==> config.mk <==
export PLATFORM = sky130hd
export DESIGN_NAME = sba_div
export DESIGN_NICKNAME = d
export VERILOG_FILES = /design/src/rtl/sba_div.sv
export SDC_FILE = /design/constraint.sdc
export NUM_CORES = 1
export LEC_CHECK = 0
export CORE_MARGIN = 10
export CORE_UTILIZATION = 30
export DETAILED_ROUTE_END_ITERATION = 10
export DONT_BUFFER_PORTS = 1
export GPL_TIMING_DRIVEN = 1
export PLACE_DENSITY_LB_ADDON = 0.1
export SYNTH_ARGS = -nofsm -noshare
export SYNTH_HDL_FRONTEND = slang
export SYNTH_SLANG_ARGS = --single-unit
==> constraint.sdc <==
create_clock -name clk -period 2.9 [get_ports clk]
set_input_delay 0.29 -clock clk [delete_from_list [all_inputs] [get_ports clk]]
set_output_delay 0.29 -clock clk [all_outputs]
set_load 0.05 [all_outputs]
==> src/rtl/sba_div.sv <==
// Restoring divider, one quotient bit per cycle, used for the slab fill ratios.
// Standalone; no package dependencies.
module sba_div #(
  parameter int DVW = 18,
  parameter int DSW = 11
) (
  input  logic           clk,
  input  logic           rst_n,
  input  logic           start,
  input  logic [DVW-1:0] dividend,
  input  logic [DSW-1:0] divisor,
  output logic           done,
  output logic [DVW-1:0] quotient
);

  localparam int CW = $clog2(DVW + 1);

  logic [CW-1:0]  cnt_r;
  logic [DVW-1:0] q_r;
  logic [DSW-1:0] rem_r;
  logic [DSW-1:0] d_r;
  logic           done_r;
  logic [DSW:0]   trial;
  logic           fits;

  // Shift in the next dividend bit and try the subtract
  assign trial = {rem_r, q_r[DVW-1]};
  assign fits  = trial >= {1'b0, d_r};

  always_ff @(posedge clk) begin
    if (!rst_n) begin
      cnt_r  <= '0;
      done_r <= 1'b0;
    end else begin
      done_r <= 1'b0;
      if (start) begin
        cnt_r <= CW'(DVW);
        q_r   <= dividend;
        rem_r <= '0;
        d_r   <= divisor;
      end else if (cnt_r != '0) begin
        cnt_r <= cnt_r - 1'b1;
        if (fits) begin
          rem_r <= DSW'(trial - {1'b0, d_r});
          q_r   <= {q_r[DVW-2:0], 1'b1};
        end else begin
          rem_r <= DSW'(trial);
          q_r   <= {q_r[DVW-2:0], 1'b0};
        end
        if (cnt_r == CW'(1)) begin
          done_r <= 1'b1;
        end
      end
    end
  end

  assign done     = done_r;
  assign quotient = q_r;

endmodule

==> run_results.csv <==
group,metric,value,unit
sta,fin_ws,0.346,ns
grt,first_global_vias,1727,
layout,multi_input_comb_area,1040,sq um
worst_setup_path,crit_buf_inv,1,
logic_synthesis,netlist_top_cells_area,"edfxtp_1 49%, ha_1 6.6%, dfxtp_1 4.9%, mux2_1 4.1%, mux2_2 3.7%",
clocking,htreeDepth,2,
grt,antenna_found_initial,0,
route,drt_first_pass_iters,4,
worst_setup_path,critical_path.slowest_cell,"fa_1",
logic_synthesis,avgSynthCellArea,11.9,sq um
run,maxCapViolations,0,
layout,synthToLayoutAreaGrowth,8.04,%
route,vias,1583,
worst_setup_path,critical-path-top-delay-family,"compound AO/OA/AOI/OAI gates",
worst_setup_path,critPathRequiredTime,3.02,ns
worst_setup_path,path_cells,"inv_1, ha_1, fa_1, nand2b_1, a21oi_1, o21a_4, or3_4, nand3_2, o32ai_1",
placement,pre_cts_slack,0.379,ns
sta,setup_tns,0,ns
min_path,hp-class,"in -> reg",
clocking,post_cts_buffers,0,
grt,grt_pass1_wl,8.98,mm
clocking,clk_latency,0.30,ns
sta,finalCritPeriodShare,88.1,%
pwr,powerDensity,722,nW/um^2
logic_synthesis,ys_ff_latch,46,
floorplanning,die_h,111,um
layout,n_antenna_cell,0,
grt,grt_max_degree,31,
layout,fill_cells,824,
placement,dp_cells,305,
worst_setup_path,worstPathArrival,2.68,ns
layout,drive_above_1_share,12.8,%
logic_synthesis,syn_inst,206,
sta,report.final.slew_viol_count,0,
route,viasPerCell,5.06,
layout,seqCellArea,1320,sq um
floorplanning,core_area,7850,sq um
pwr,leakage,0.00100,uW
floorplanning,fp.dieW,111,um
worst_setup_path,endpoint_kind,"flip-flop",
clocking,hold_buffers,0,
clocking,cts_resized,0,
logic_synthesis,synthDistinctLibCells,42,
route,drc_errors,0,
worst_setup_path,cp-start-kind,"flip-flop",
logic_synthesis,yosys_warnings,0,
grt,grt_use_total,8.91,%
placement,dp_hpwl,4.10,mm
clocking,cts_tree,"yes",
sta,setup_viol,0,
route,drtIter0Drc,99,
sta,tightest_slew,0.598,ns
layout,final_cells,313,
logic_synthesis,synth_top_area_share,48.8,%
route,drt_wl_total,5.47,mm
sta,hold_viol_final,0,
floorplanning,start_util,31.3,%
floorplanning,ios,51,
sta,finalClockSkew,0.0113,ns
placement,portBuffers,0,
floorplanning,dieArea,12200,sq um
clocking,clock-sinks,46,
logic_synthesis,async_reset_ff_share,0,%
logic_synthesis,ys_seq_area_share,53.7,%
logic_synthesis,synth_edf_count,40,
worst_setup_path,worstSetupPathType,"reg -> reg",
floorplanning,fp-row-count,32,
run_status,status,"completed",
logic_synthesis,syn-num-nets,252,
logic_synthesis,syn-cell-area,2460,sq um
layout,layout_commonest_cell,"edfxtp_1",
pwr,ir_drop,246,uV
worst_setup_path,slowest_delay,0.42,ns
route,ant_nets,0,
placement,gp_congestion,0.823,
layout,final_nets,256,
layout,final_cell_mix,"40 x edfxtp_1, 17 x inv_1, 14 x nand2_1",
grt,gr-total-overflow,0,
clocking,cts_max_path_buffers,2,
sta,clock.fmax,392,MHz
logic_synthesis,post-synth-top-area-cell,"edfxtp_1",
worst_setup_path,crit_fanout,7,
clocking,cts_root_buffer,"clkbuf_8",
clocking,clk_pin_slew,0.09,ns
logic_synthesis,ys.flop_type,"edfxtp_1",
clocking,cts_buffers,5,
route,wl_per_cell,17.5,um
sta,finalCriticalPeriod,2.55,ns
sta,rsz0062_at_grt,"false",
sta,slew_headroom,60.1,%
==> metal layers <==
layer,vias up,wire length [um],track usage (%)
li1,761,-,-
met1,759,2300,10.1
met2,57,2550,13.8
met3,6,540,4.65
met4,0,79,3.54
met5,-,0,0
==> stage by stage <==
stage	instance area, sq um	total power (uW)	hold slack [ns]	utilization, %
global placement	2570	1540	0.389	32.8
finish	2660	1920	0.0765	33.9
floorplan	2460	1430	0.389	-
CTS	2660	1940	0.0611	33.9
global route	2660	2050	0.0511	33.9
detailed placement	2570	1540	0.389	32.8
==> kinds of logic (layout without fill, tap and decap cells) <==
kind of cell             Yosys count  in the layout  share of synthesized area (%)
AND/OR/NAND/NOR                   50             50                           10.9
adder cells (fa/ha/maj)           14             14                           7.43
AO/OA/AOI/OAI                     48             48                           13.1
XOR/XNOR                           9              9                           3.20
flip-flops                        46             46                           53.7
buffers and inverters             22             27                           3.81
multiplexers                      17             17                           7.78
==> report_power, final <==
part / internal (uW) / switching [uW] / leakage [uW]
registers: 825 / 131 / 0.000437
clock network: 166 / 227 / 0.0000416
logic: 241 / 328 / 0.000525
total: 1230 / 687 / 0.00100
==> layout make-up <==
cell class,instances,area share [%]
repair buffers,2,0.565
flip-flops and latches,46,49.7
clock buffers,5,2.59
multi-input cells,138,39.3
well taps,102,4.80
inverters,17,2.40
clock inverters,3,0.612
==> worst reg2reg max path, cell delays in order (launching register included) <==
cell,delay (ns)
edfxtp_1,0.36
inv_1,0.05
ha_1,0.23
fa_1,0.42
nand2b_1,0.18
a21oi_1,0.29
o21a_4,0.22
or3_4,0.18
nand3_2,0.14
o32ai_1,0.31
==> cell usage after synthesis, types with 2 or more instances <==
cell / count
nor3_1: 3
xnor2_1: 9
a21oi_2: 3
edfxtp_1: 40
nand2b_1: 4
dfxtp_1: 6
o211ai_1: 4
a21oi_1: 12
o21ai_0: 4
mux2_2: 8
nand3_1: 6
nand2_1: 14
o211a_1: 2
o21a_1: 3
or3_4: 2
a21o_1: 2
a211oi_1: 3
o21ai_1: 8
ha_1: 13
inv_1: 17
nor2_1: 10
and2_1: 2
nor2b_1: 2
mux2_1: 9
clkbuf_1: 3
==> final timing paths <==
path | to | slack [ns] | start | cells after the start
setup / recovery | rem_r[10] | 0.35 | quotient[17] | 9
hold / removal | d_r[0] | 0.08 | divisor[0] | 0
setup reg to reg | rem_r[10] | 0.35 | quotient[17] | 9
hold reg to reg | done | 0.52 | cnt_r[4] | 3
==> flip-flops by register name, summed over array words and instances, names as in the netlist <==
signal / flops
cnt_r: 5
d_r: 11
done: 1
quotient: 18
rem_r: 11
No activity file was read; power rests on OpenSTA's default activity.
